<file path="src/rtl/cmap_pkg.sv">
package cmap_pkg;

	localparam int WINDOW = 16;
	localparam int SAMPLE_W = 16;
	localparam int TIME_W = 32;
	localparam int POS_W = 10;
	localparam int SLOT_W = (WINDOW > 1) ? $clog2(WINDOW) : 1;
	localparam int TOTAL_W = SAMPLE_W + $clog2(WINDOW + 1);
	localparam int MAP_W = 27;
	localparam int DIVD_W = (TOTAL_W > MAP_W) ? TOTAL_W : MAP_W;
	localparam int DIVS_W = SAMPLE_W + 1;
	localparam int ADDR_W = 4;
	localparam int DATA_W = 32;

	localparam logic [POS_W-1:0] POS_MAX = 10'd1023;
	localparam int MAP_SCALE = 2046;

	localparam logic [SAMPLE_W-1:0] CAP_MIN_RST = 16'd0;
	localparam logic [SAMPLE_W-1:0] CAP_MAX_RST = 16'hFFFF;
	localparam logic [TIME_W-1:0] INTERVAL_RST = 32'd1000;

	typedef enum logic [1:0] {
		REG_CAP_MIN = 2'd0,
		REG_CAP_MAX = 2'd1,
		REG_INTERVAL = 2'd2
	} reg_idx_t;

	typedef enum logic [3:0] {
		ST_IDLE,
		ST_CHECK,
		ST_UPDATE,
		ST_AVG,
		ST_MAP,
		ST_MUL,
		ST_MAP_WAIT,
		ST_EMIT
	} state_t;

	typedef struct packed {
		logic [TIME_W-1:0] time_ms;
		logic [SAMPLE_W-1:0] sample;
	} in_item_t;

	typedef struct packed {
		logic [POS_W-1:0] position;
		logic updated;
	} out_item_t;

	typedef struct packed {
		logic [SAMPLE_W-1:0] cap_min;
		logic [SAMPLE_W-1:0] cap_max;
		logic [TIME_W-1:0] interval_ms;
	} cfg_t;

	typedef struct packed {
		logic start;
		logic [DIVD_W-1:0] dividend;
		logic [DIVS_W-1:0] divisor;
	} div_req_t;

	typedef struct packed {
		logic done;
		logic [DIVD_W-1:0] quotient;
	} div_rsp_t;

endpackage

</file>
<file path="src/rtl/cmap_regs.sv">
module cmap_regs
	import cmap_pkg::*;
(
	input logic clk,
	input logic arst_n,
	input logic psel,
	input logic penable,
	input logic pwrite,
	input logic [ADDR_W-1:0] paddr,
	input logic [DATA_W-1:0] pwdata,
	output logic [DATA_W-1:0] prdata,
	output logic pready,
	output cfg_t cfg
);

	cfg_t cfg_q;
	reg_idx_t idx;
	logic wr_en;

	assign idx = reg_idx_t'(paddr[3:2]);
	assign wr_en = psel && penable && pwrite;
	assign pready = 1'b1;
	assign cfg = cfg_q;

	always_ff @(posedge clk or negedge arst_n) begin
		if (!arst_n) begin
			cfg_q.cap_min <= CAP_MIN_RST;
			cfg_q.cap_max <= CAP_MAX_RST;
			cfg_q.interval_ms <= INTERVAL_RST;
		end else if (wr_en) begin
			unique case (idx)
				REG_CAP_MIN: cfg_q.cap_min <= pwdata[SAMPLE_W-1:0];
				REG_CAP_MAX: cfg_q.cap_max <= pwdata[SAMPLE_W-1:0];
				REG_INTERVAL: cfg_q.interval_ms <= pwdata[TIME_W-1:0];
				default: ;
			endcase
		end
	end

	always_comb begin
		unique case (idx)
			REG_CAP_MIN: prdata = DATA_W'(cfg_q.cap_min);
			REG_CAP_MAX: prdata = DATA_W'(cfg_q.cap_max);
			REG_INTERVAL: prdata = DATA_W'(cfg_q.interval_ms);
			default: prdata = '0;
		endcase
	end

endmodule

</file>
<file path="src/rtl/cmap_ring.sv">
module cmap_ring
	import cmap_pkg::*;
(
	input logic clk,
	input logic arst_n,
	input logic rd_en,
	input logic [SLOT_W-1:0] rd_addr,
	output logic [SAMPLE_W-1:0] rd_data,
	input logic wr_en,
	input logic [SLOT_W-1:0] wr_addr,
	input logic [SAMPLE_W-1:0] wr_data
);

	logic [SAMPLE_W-1:0] mem [WINDOW];
	logic [WINDOW-1:0] vld_q;
	logic [SAMPLE_W-1:0] rd_data_q;
	logic rd_vld_q;

	always_ff @(posedge clk) begin
		if (wr_en) begin
			mem[wr_addr] <= wr_data;
		end
		if (rd_en) begin
			rd_data_q <= mem[rd_addr];
		end
	end

	always_ff @(posedge clk or negedge arst_n) begin
		if (!arst_n) begin
			vld_q <= '0;
			rd_vld_q <= 1'b0;
		end else begin
			if (wr_en) begin
				vld_q[wr_addr] <= 1'b1;
			end
			if (rd_en) begin
				rd_vld_q <= vld_q[rd_addr];
			end
		end
	end

	assign rd_data = rd_vld_q ? rd_data_q : '0;

endmodule

</file>
<file path="src/rtl/cmap_div.sv">
module cmap_div
	import cmap_pkg::*;
(
	input logic clk,
	input logic arst_n,
	input div_req_t req,
	output div_rsp_t rsp
);

	localparam int CNT_W = $clog2(DIVD_W);

	logic [DIVD_W-1:0] quo_q;
	logic [DIVS_W-1:0] rem_q;
	logic [DIVS_W-1:0] div_q;
	logic [CNT_W-1:0] cnt_q;
	logic busy_q;
	logic done_q;
	logic [DIVS_W:0] trial;
	logic [DIVS_W:0] diff;
	logic ge;

	assign trial = {rem_q, quo_q[DIVD_W-1]};
	assign diff = trial - {1'b0, div_q};
	assign ge = trial >= {1'b0, div_q};

	always_ff @(posedge clk) begin
		if (req.start) begin
			quo_q <= req.dividend;
			rem_q <= '0;
			div_q <= req.divisor;
		end else if (busy_q) begin
			quo_q <= {quo_q[DIVD_W-2:0], ge};
			rem_q <= ge ? diff[DIVS_W-1:0] : trial[DIVS_W-1:0];
		end
	end

	always_ff @(posedge clk or negedge arst_n) begin
		if (!arst_n) begin
			busy_q <= 1'b0;
			done_q <= 1'b0;
			cnt_q <= '0;
		end else begin
			done_q <= 1'b0;
			if (req.start) begin
				busy_q <= 1'b1;
				cnt_q <= CNT_W'(DIVD_W - 1);
			end else if (busy_q) begin
				cnt_q <= cnt_q - 1'b1;
				if (cnt_q == '0) begin
					busy_q <= 1'b0;
					done_q <= 1'b1;
				end
			end
		end
	end

	assign rsp.done = done_q;
	assign rsp.quotient = quo_q;

endmodule

</file>
<file path="src/rtl/clamped_moving_average_position.sv">
// channel   word        handshake                    direction
// item      in_item_t   item_valid / item_stall      in
// result    out_item_t  result_valid / result_stall  out
// config    APB         psel / penable / pready      in (write), prdata out
//
// A skipped item goes from CHECK to EMIT; the next item is taken once EMIT has passed its
// result to the output register. A measurement runs CHECK, UPDATE, AVG, MAP, MUL and MAP_WAIT,
// where the one-bit-per-cycle divider maps the average, then EMIT; MAP goes to EMIT at once
// when the span is empty or the average reaches cap_max. One item is in work at a time.
// Reset clears the total, slot, timestamps and the ring's valid bits (unwritten entries read 0).
// The output register holds a result under result_stall while the block takes the next item.
module clamped_moving_average_position
	import cmap_pkg::*;
(
	input logic clk,
	input logic arst_n,
	input logic item_valid,
	output logic item_stall,
	input in_item_t item,
	output logic result_valid,
	input logic result_stall,
	output out_item_t result,
	input logic psel,
	input logic penable,
	input logic pwrite,
	input logic [ADDR_W-1:0] paddr,
	input logic [DATA_W-1:0] pwdata,
	output logic [DATA_W-1:0] prdata,
	output logic pready
);

	cfg_t cfg;
	state_t state_q, state_d;
	div_req_t div_req;
	div_rsp_t div_rsp;

	in_item_t item_q;
	logic [SAMPLE_W-1:0] sample_q;
	logic [SAMPLE_W-1:0] avg_q;
	logic [DIVD_W-1:0] product_q;
	logic [POS_W-1:0] pos_q;
	logic upd_q;
	logic [TOTAL_W-1:0] total_q;
	logic [SLOT_W-1:0] slot_q;
	logic [TIME_W-1:0] last_time_q;
	logic [POS_W-1:0] last_pos_q;
	logic result_valid_q;
	out_item_t result_q;

	logic accept;
	logic skip;
	logic emit_fire;
	logic [SAMPLE_W-1:0] clamped;
	logic [SAMPLE_W-1:0] lo_clamped;
	logic [SAMPLE_W-1:0] rd_data;
	logic rd_en;
	logic wr_en;
	logic empty_span;
	logic num_pos;
	logic [SAMPLE_W-1:0] num;
	logic [SAMPLE_W-1:0] den;

	cmap_regs u_regs (
		.clk(clk),
		.arst_n(arst_n),
		.psel(psel),
		.penable(penable),
		.pwrite(pwrite),
		.paddr(paddr),
		.pwdata(pwdata),
		.prdata(prdata),
		.pready(pready),
		.cfg(cfg)
	);

	cmap_ring u_ring (
		.clk(clk),
		.arst_n(arst_n),
		.rd_en(rd_en),
		.rd_addr(slot_q),
		.rd_data(rd_data),
		.wr_en(wr_en),
		.wr_addr(slot_q),
		.wr_data(sample_q)
	);

	cmap_div u_div (
		.clk(clk),
		.arst_n(arst_n),
		.req(div_req),
		.rsp(div_rsp)
	);

	assign item_stall = (state_q != ST_IDLE);
	assign accept = item_valid && !item_stall;
	assign skip = (item_q.time_ms - last_time_q) < cfg.interval_ms;
	assign lo_clamped = (item_q.sample < cfg.cap_min) ? cfg.cap_min : item_q.sample;
	assign clamped = (lo_clamped > cfg.cap_max) ? cfg.cap_max : lo_clamped;
	assign empty_span = cfg.cap_max <= cfg.cap_min;
	assign num_pos = cfg.cap_max > avg_q;
	assign num = cfg.cap_max - avg_q;
	assign den = cfg.cap_max - cfg.cap_min;
	assign emit_fire = (state_q == ST_EMIT) && (!result_valid_q || !result_stall);

	always_comb begin
		state_d = state_q;
		unique case (state_q)
			ST_IDLE: if (accept) state_d = ST_CHECK;
			ST_CHECK: state_d = skip ? ST_EMIT : ST_UPDATE;
			ST_UPDATE: state_d = ST_AVG;
			ST_AVG: state_d = ST_MAP;
			ST_MAP: state_d = (empty_span || !num_pos) ? ST_EMIT : ST_MUL;
			ST_MUL: state_d = ST_MAP_WAIT;
			ST_MAP_WAIT: if (div_rsp.done) state_d = ST_EMIT;
			ST_EMIT: if (emit_fire) state_d = ST_IDLE;
			default: state_d = ST_IDLE;
		endcase
	end

	always_comb begin
		rd_en = 1'b0;
		wr_en = 1'b0;
		div_req.start = 1'b0;
		div_req.dividend = product_q + DIVD_W'(den);
		div_req.divisor = {den, 1'b0};
		unique case (state_q)
			ST_CHECK: rd_en = !skip;
			ST_UPDATE: wr_en = 1'b1;
			ST_MUL: div_req.start = 1'b1;
			default: ;
		endcase
	end

	always_ff @(posedge clk or negedge arst_n) begin
		if (!arst_n) begin
			state_q <= ST_IDLE;
			total_q <= '0;
			slot_q <= '0;
			last_time_q <= '0;
			last_pos_q <= '0;
			result_valid_q <= 1'b0;
		end else begin
			state_q <= state_d;
			if (state_q == ST_CHECK && !skip) begin
				last_time_q <= item_q.time_ms;
			end
			if (state_q == ST_UPDATE) begin
				total_q <= total_q - TOTAL_W'(rd_data) + TOTAL_W'(sample_q);
				slot_q <= (slot_q == SLOT_W'(WINDOW - 1)) ? '0 : slot_q + 1'b1;
			end
			if (emit_fire) begin
				last_pos_q <= pos_q;
				result_valid_q <= 1'b1;
			end else if (!result_stall) begin
				result_valid_q <= 1'b0;
			end
		end
	end

	always_ff @(posedge clk) begin
		if (accept) begin
			item_q <= item;
		end
		unique case (state_q)
			ST_CHECK: begin
				sample_q <= clamped;
				pos_q <= last_pos_q;
				upd_q <= !skip;
			end
			ST_AVG: avg_q <= SAMPLE_W'(total_q / TOTAL_W'(WINDOW));
			ST_MAP: begin
				product_q <= DIVD_W'(num) * DIVD_W'(MAP_SCALE);
				if (empty_span) begin
					pos_q <= (avg_q < cfg.cap_min) ? POS_MAX : '0;
				end else begin
					pos_q <= '0;
				end
			end
			ST_MAP_WAIT: begin
				if (div_rsp.done) begin
					pos_q <= (div_rsp.quotient > DIVD_W'(POS_MAX)) ? POS_MAX
						: div_rsp.quotient[POS_W-1:0];
				end
			end
			default: ;
		endcase
		if (emit_fire) begin
			result_q.position <= pos_q;
			result_q.updated <= upd_q;
		end
	end

	assign result_valid = result_valid_q;
	assign result = result_q;

endmodule
</file>
<file path="config.mk">
export PLATFORM = sky130hd
export DESIGN_NAME = clamped_moving_average_position
export DESIGN_NICKNAME = d
export VERILOG_FILES = /design/src/rtl/cmap_pkg.sv /design/src/rtl/cmap_regs.sv /design/src/rtl/cmap_ring.sv /design/src/rtl/cmap_div.sv /design/src/rtl/clamped_moving_average_position.sv
export SDC_FILE = /design/constraint.sdc
export NUM_CORES = 1
export LEC_CHECK = 0
export BUFFER_PORTS_ARGS = -buffer_cell sky130_fd_sc_hd__buf_2
export CORE_MARGIN = 2
export CORE_UTILIZATION = 55
export DETAILED_ROUTE_END_ITERATION = 6
export GPL_TIMING_DRIVEN = 0
export HOLD_SLACK_MARGIN = 0.06
export PLACE_DENSITY = 0.72
export SLEW_MARGIN = 5
export SYNTH_ARGS = -nofsm -noshare
export SYNTH_HDL_FRONTEND = slang
export SYNTH_SLANG_ARGS = --single-unit
</file>
<file path="constraint.sdc">
create_clock -name clk -period 13.5 [get_ports clk]
set_clock_uncertainty 0.05 [all_clocks]
set_input_delay 1.35 -clock clk [delete_from_list [all_inputs] [get_ports clk]]
set_output_delay 1.35 -clock clk [all_outputs]
set_load 0.1 [all_outputs]
</file>
# == Word level (Yosys, flattened, before mapping) ==
# Memory sizes are Yosys's and may differ from the RTL's. A register that Yosys moved wholly into a read port is not among the register bits.
# Index checks and enable logic that the tools add are counted.
# totals
latch_bits,0
wordCells,124
ramBits,256
regBits,348
out_inout_bits,46
mem_count,1
inputBits,91
romBits,0
# classes
n_eq_ne,14
n_div,0
add_sub_neg,9
mul,1
n_shift,0
n_lt_le_gt_ge,10
bitwise,1
n_reduce_logical,24
muxes,38
# mem_list
name,words,width,read_ports,rd_ports_with_merged_regs,wr,line,source
u_ring.mem,16,16,1,1,1,cmap_ring.sv:14,logic [SAMPLE_W-1:0] mem [WINDOW];
# ops
operator,count
$pmux W32 S3,1
$mux W27,2
$mux W16,3
$mux W10,4
$gt A16 B16 Y1,2
$lt A16 B16 Y1,2
$lt A32 B32 Y1,1
$pmux W4 S8,1
$sub A16 B16 Y16,2
$sub A32 B32 Y32,1
$pmux W10 S3,1
$add A27 B16 Y27,1
$gt A27 B10 Y1 const B,1
$mul A16 B10 Y26 const B,1
$add A21 B16 Y21,1
$sub A21 B16 Y21,1
$ge A18 B17 Y1,1
$mux W17,1
$sub A17 B17 Y17,1
$eq A4 B3 Y1 const B,4
$le A16 B16 Y1,1
$mux W4,4
$or A16 B16 Y16,1
$mux W1,15
27 further kinds,44

# == Depth between registers and ports, before layout ==
# Gate-level depths: netlist (run 1).
# depth
depth_word,5
depth_mapped,30
ltp_nobuf,30

# == Modules after synthesis ==
# A second synthesis (run 1) with hierarchy kept.
# hier_totals
cells_unflattened,2939
area_unflattened_um2,36346.1
# modules_own_cells
mod,cells_per_inst,instances,seq_area_each_um2,area_per_inst_um2
clamped_moving_average_position,1942,1,5595.4,18728.0
cmap_ring,453,1,8593.2,10994.3
cmap_div,331,1,1836.8,3719.8
cmap_regs,213,1,1629.1,2904.0

# == Worst setup path after synthesis (run 1) ==
# No wires, ideal clock.
# synth_timing
kind,register to register
startpoint,reg u_regs.cfg_q (netlist bit u_regs.cfg[32])
endpoint,"reg product_q[24], data pin"
synth_period_minus_slack_ns,6.886
arrival_time_ns,6.557
path_buffers,0
path_slack_ns,6.614
stages_incl_launch_ff,29
path_cell_list,dfstp_2 inv_1 ha_1 fa_1 nor2b_4 o21ai_2 nand2b_2 a311o_2 nand4_1 a41oi_4 xor2_4 inv_2 xnor2_1 ha_1 inv_1 fa_1 inv_1 fa_1 fa_1 inv_1 fa_1 inv_1 ha_1 a211o_1 a2111oi_0 nand2_1 a221o_1 nand4_1 o311ai_1
# synth_between
elab_chain_cells,2
# synth_rtl
item,line,source
start: declaration,cmap_regs.sv:16,cfg_t cfg_q;
$sub A16 B16 Y16,clamped_moving_average_position.sv:101,assign num = cfg.cap_max - avg_q;
$mul A16 B10 Y26,clamped_moving_average_position.sv:172,product_q <= DIVD_W'(num) * DIVD_W'(MAP_SCALE);
end signal: assignment,clamped_moving_average_position.sv:172,
end: declaration,clamped_moving_average_position.sv:40,logic [DIVD_W-1:0] product_q;
# Every way passes these cells.
# A chain may end at the register's enable or synchronous reset.

# == Worst setup path in the final report (run 1) ==
# layout_timing
startpoint,reg u_regs.cfg_q (netlist bit u_regs.cfg[32])
endpoint,"reg product_q[26], data pin"
# Same word-level chain as after synthesis.

==> results.toml, run 1 <==
[outcome]
status = "complete, no violations"

[synth]
yosys.area_share.adder_pct = 14.67
synth-xor-area-share_pct = 3.925
synth_top_family_by_area = "adder cells"
async_flop_share_pct = 25.57
yosysMostFrequentCell = "edfxtp_1"
synth.area.mux_share_pct = 8.625
synth_compound_area_share_pct = 10.23
yosys.area_share.simple_pct = 7.874
synth_edf_count = 443
synthCells = 2873
yosysTopAreaCell = "edfxtp_1"
yosys_warnings = 0
syn_area_um2 = 35160
yosys-top-cells-count = "edfxtp_1, inv_1, ha_1"
synth_area_leaders = "edfxtp_1, dfrtp_1, ha_1"
synth_fp_nets = 3319
avgSynthCellArea_um2 = 12.24
synth_ff_type = "edfxtp_1"
ys_seq_area_share_pct = 50.12
yosys_register_bits = 618
synth_cell_types = 87
yosysTopAreaCellShare_pct = 37.83

[sta]
final.setup.tns_ps = 0
max_freq_mhz = 127.7
max_slew_margin_pct = 6.588
fin_crit_ps = 7829
period_share_pct = 57.99
worst_slew_pin_slew_ps = 1398
rsz0062_at_grt = "no"
final_hold_viol_count = 0
fin_ws_ps = 5671
finalMaxSlewViolations = 0
holdWs_ps = 395.6
setup_violations = 0

[place]
dpl-instance-area_um2 = 37220
io_buffer_count = 132
dp_hpwl_um = 62730
place_congestion = 0.9333
pre_cts_ws_ps = 5781

[clock_tree]
cts_tree = "yes"
numCtsBuffers = 68
cts_sinks = 618
clock_latency_ps = 640
clock_path_buffers = 3
htreeDepth = 3
clockRootBuffer = "clkbuf_16"
post_cts_resized = 0
postCtsSetupBuffers = 0
cts.clk_slew.worst_paths_ps = 60
ctsHoldBuffers = 0

[worst_setup_path]
end_kind = "register"
r2r_slack_ps = 5670
cp.required_ps = 13800
cp_max_fo = 5
critPathLaunchType = "register"
arrival_ps = 8130
critical_path_class = "reg -> reg"

[global_routing]
grt_pass1_wl_um = 134100
antenna_found_initial = 4
grt_pass1_vias = 23749
grt_usage_pct = 26.09
overflow = 0
grt_max_degree = 104

[die]
die_area_um2 = 65970
rows = 92
fp.dieW_um = 256.9
core_um2 = 63200
initial_core_util_pct = 55.64
die_h_um = 256.9
pin_count = 137

[drt]
drt_iter0_drc = 1870
dr.pass1.iters = 6
wl_per_cell_um = 21.34
vias_per_cell = 5.839
via_count = 23350
wirelength_um = 85360
drc = 0
ant_nets = 0

[layout]
finalNetCount = 3539
design_area_um2 = 39590
area_growth_pct = 12.57
layout-drive-gt1-share_pct = 16.54

[hold_path]
hold_path.class = "reg -> reg"

[run]
max_cap_violations = 0
logic make-up after synthesis:
family	Yosys count
flops	618
simple gates	576
compound gates	565
buf+inv	418
fa+ha+maj	358
mux	188
xor+xnor	149
other cells	1
path summary, 6_finish.rpt:
kind                                      from       endpoint  depth (start not counted)
max in group asynchronous               arst_n    total_q[14]                          2
worst min-delay path                  pos_q[5]      result[6]                          0
worst min register to register        pos_q[5]      result[6]                          0
worst max-delay path            u_regs.cfg[32]  product_q[26]                         25
min in group asynchronous               arst_n   u_div.busy_q                          1
worst max register to register  u_regs.cfg[32]  product_q[26]                         25
state kept, by name, summed over array words and instances (netlist names), 3 cells and up:
signal	count
product_q	26
u_regs.cfg	64
u_ring.mem	256
u_ring.vld_q	16
item_q	48
u_div.div_q	16
last_time_q	32
u_div.quo_q	27
slot_q	4
last_pos_q	10
state_q	3
u_div.cnt_q	5
total_q	20
result	11
avg_q	16
u_ring.rd_data_q	16
sample_q	16
u_div.rem_q	17
pos_q	10
cell usage in the layout (no fill, tap or decap), types with 85 or more instances in the layout:
master and n:
a21o_1 90, a21oi_1 121, buf_2 139, dfrtp_1 136, edfxtp_1 443, fa_1 91, ha_1 264, inv_1 334
mux4_2 85, nand2_1 244, o21ai_0 183, xnor2_1 92
worst max-delay path, cell delays in order (launching register included):
cell and delay [ps]:
dfstp_2 570, inv_1 110, ha_1 240, nor2b_1 160, o211ai_1 110, a21boi_1 320, o221ai_2 220, o21ai_2 230
xor2_1 670, inv_1 220, xnor2_1 300, ha_1 340, fa_1 580, fa_1 450, fa_1 560, inv_1 60
fa_1 490, inv_1 40, ha_1 340, nand4_1 150, o21bai_1 110, a2111oi_0 390, nand2_1 170, a31o_2 280
nor4_1 280, nor3b_1 110
metrics by stage:
step / instances / util, %
3_3_place_gp: 3851 / 58.36
6_report: 3999 / 62.64
3_5_place_dp: 3869 / 58.90
5_1_grt: 3998 / 62.64
2_1_floorplan: 2873 / -
4_1_cts: 3995 / 62.62
metal layers:
layer	up-vias	part of all wire, %	global-route usage [%]
met4	0	3.1	8.592
met2	856	50	44.98
met5	-	0	0
li1	10764	-	-
met1	11562	41	34.31
met3	168	5.8	3.457
area by class of cell:
cell class	instances	area, µm²
fillers	4711	23610
flip-flops and latches	618	17620
multi-input cells	1837	15990
clock buffers	84	1813
inverters	337	1265
well taps	846	1059
repair buffers	150	949.7
clock inverters	42	535.5
plain buffers	81	336.6
diodes	4	10.01
Power of run 1 is not shown: default switching activity piles up to over one toggle a cycle in this logic, so the estimate is an artifact.
==> run 2: changes to the inputs <==
Clock period 13.5 ns to 7.26 ns, I/O delays scaled along.
==> run 2 against run 1 <==
Design area up 1.8%. Die area unchanged. Routed wire length up 1.4%. Flip-flop and latch count unchanged. Final cell count up 1.0%. Sequential share of layout area down 0.78 points. Maximum frequency up 10%. First-iteration DRC count up 1.2%. Critical path depth unchanged. Count of clock-buffer cells in the layout unchanged.
==> results.toml, run 2 (same netlist as run 1, synthesis figures left out) <==
[outcome]
status = "complete, no violations"

[die]
pin_count = 137
core_um2 = 63200
rows = 92
initial_core_util_pct = 55.64
die_area_um2 = 65970
fp.dieW_um = 256.9
die_h_um = 256.9

[drt]
drt_iter0_drc = 1892
via_count = 23481
wl_per_cell_um = 21.43
ant_nets = 0
wirelength_um = 86570
vias_per_cell = 5.814
dr.pass1.iters = 5
drc = 0

[sta]
fin_crit_ps = 7092
rsz0062_at_grt = "yes"
setup_violations = 0
finalMaxSlewViolations = 0
max_freq_mhz = 141.0
max_slew_margin_pct = 10.11
final_hold_viol_count = 0
period_share_pct = 97.68
worst_slew_pin_slew_ps = 1345
holdWs_ps = 226.0

[layout]
layout-drive-gt1-share_pct = 19.22
top_regs = "u_ring.mem: 256 flops, u_regs.cfg: 64 flops, item_q: 48 flops"
fillCellCount = 4638
seq_area_um2 = 17620
largest_register_ff_count = 256
final_cell_mix = "edfxtp_1, inv_1, ha_1"
final_common_cell = "edfxtp_1"
finalNetCount = 3579
largest-register = "u_ring.mem"
area_growth_pct = 14.59
multi_input_area_um2 = 16380

[worst_setup_path]
cp.required_ps = 7550
critPathLaunchType = "register"
ff2ff_path_depth = 25
regToRegEndpoint = "product_q[24]"
arrival_ps = 7380
end_kind = "register"
timing.rr.start = "u_regs.cfg[32]"
critical_path_class = "reg -> reg"
r2r_slack_ps = 170
cp_max_fo = 4

[global_routing]
grtUsageMet3_pct = 3.576
grtUsageMet1_pct = 34.31
antenna_found_initial = 4
overflow = 0
grt_max_degree = 104
grt-busiest-layer = "met2"
grt_usage_pct = 26.19
grt_pass1_wl_um = 134400
use_met2_pct = 45.20
grt_pass1_vias = 23824

[hold_path]
hold_end = "item_q[19]"
hold_path.class = "in -> reg"
min_from = "item[19]"
hold_depth = 1

[clock_tree]
clockRootBuffer = "clkbuf_16"
numCtsBuffers = 68
cts_tree = "yes"
cts_sinks = 618
htreeDepth = 3
clock_latency_ps = 640
cts.clk_slew.worst_paths_ps = 60
clock_path_buffers = 3

[place]
place_congestion = 0.9333
io_buffer_count = 132
dp_hpwl_um = 62730

[run]
max_cap_violations = 0
run 2: changes by cell type in the layout (fill, tap and decap cells not counted), moves of 4 or more:
| cell | delta |
|---|---|
| ha_1 | -11 |
| xnor2_4 | +5 |
| ha_4 | +8 |
| buf_4 | +38 |
| a21oi_2 | +4 |
| a21oi_1 | -4 |
| fa_2 | +4 |
| inv_2 | +10 |
| fa_1 | -4 |
| xor2_1 | -6 |
| xnor2_1 | -8 |
| inv_1 | -11 |
run 2: worst max path at each step:
stage                               from  cells past startpoint       endpoint  slack [ps]
after global routing      u_regs.cfg[32]                     29  product_q[24]        -100
after CTS                 u_regs.cfg[32]                     26  product_q[26]          10
after global placement    u_regs.cfg[34]                     24  product_q[26]        -260
after floorplan           u_regs.cfg[32]                     28  product_q[24]         370
after detailed placement  u_regs.cfg[37]                     24  product_q[26]        -460
final                     u_regs.cfg[32]                     25  product_q[24]         170
run 2: final cells by class:
type,count,area share [%]
timing repair buffer,190,3.139
antenna,4,0.02484
buffer,81,0.8353
tap,846,2.627
clock inverter,42,1.329
multi-input combinational,1837,40.66
inverter,337,3.145
sequential,618,43.74
clock buffer,84,4.499
run 2: stage by stage:
stage | cells | instance area (µm²) | setup TNS, ps | setup slack (ps) | util (%)
final | 4039 | 40290 | 0 | 168.1 | 63.76
after global routing | 4038 | 40290 | -182.2 | -104.3 | 63.76
after CTS | 4006 | 39830 | 0 | 10.67 | 63.03
after detailed placement | 3869 | 37220 | -1553 | -458.5 | 58.90
after global placement | 3851 | 36880 | -863.9 | -261.2 | 58.36
after floorplan | 2873 | 35160 | 0 | 374.1 | -
run 2: worst max-delay path, stage by stage (launching register included):
cell and delay [ps]:
dfstp_2 580, inv_4 60, ha_4 170, fa_2 410
nor2b_4 120, o21ai_2 70, nand2b_4 90, a311o_2 210
nand4_1 150, a41oi_4 320, xor2_4 280, xnor2_2 110
ha_1 380, fa_1 580, fa_1 450, fa_1 560
inv_1 60, fa_1 490, inv_1 40, ha_1 340
nor2b_1 180, a2111oi_2 350, nand2_1 140, a221o_1 400
nand4_1 110, o311ai_2 100
run 2: layer usage:
layer  vias to the layer above  wire, µm
li1                      10838         -
met1                     11663     35520
met2                       812     43700
met3                       168      4644
met4                         0      2706
met5                         -         0
run 2: timing repair:
item                                   4_1_cts  5_1_grt
endpoints found under the hold margin       49        0
gates resized for setup                     24       47
pin swaps                                    7       36
cloned                                       0        0
setup endpoints to repair                    8        8
hold buffers                                 1        0
buffers inserted                            10       29
Power of run 2 is left out for the same reason.
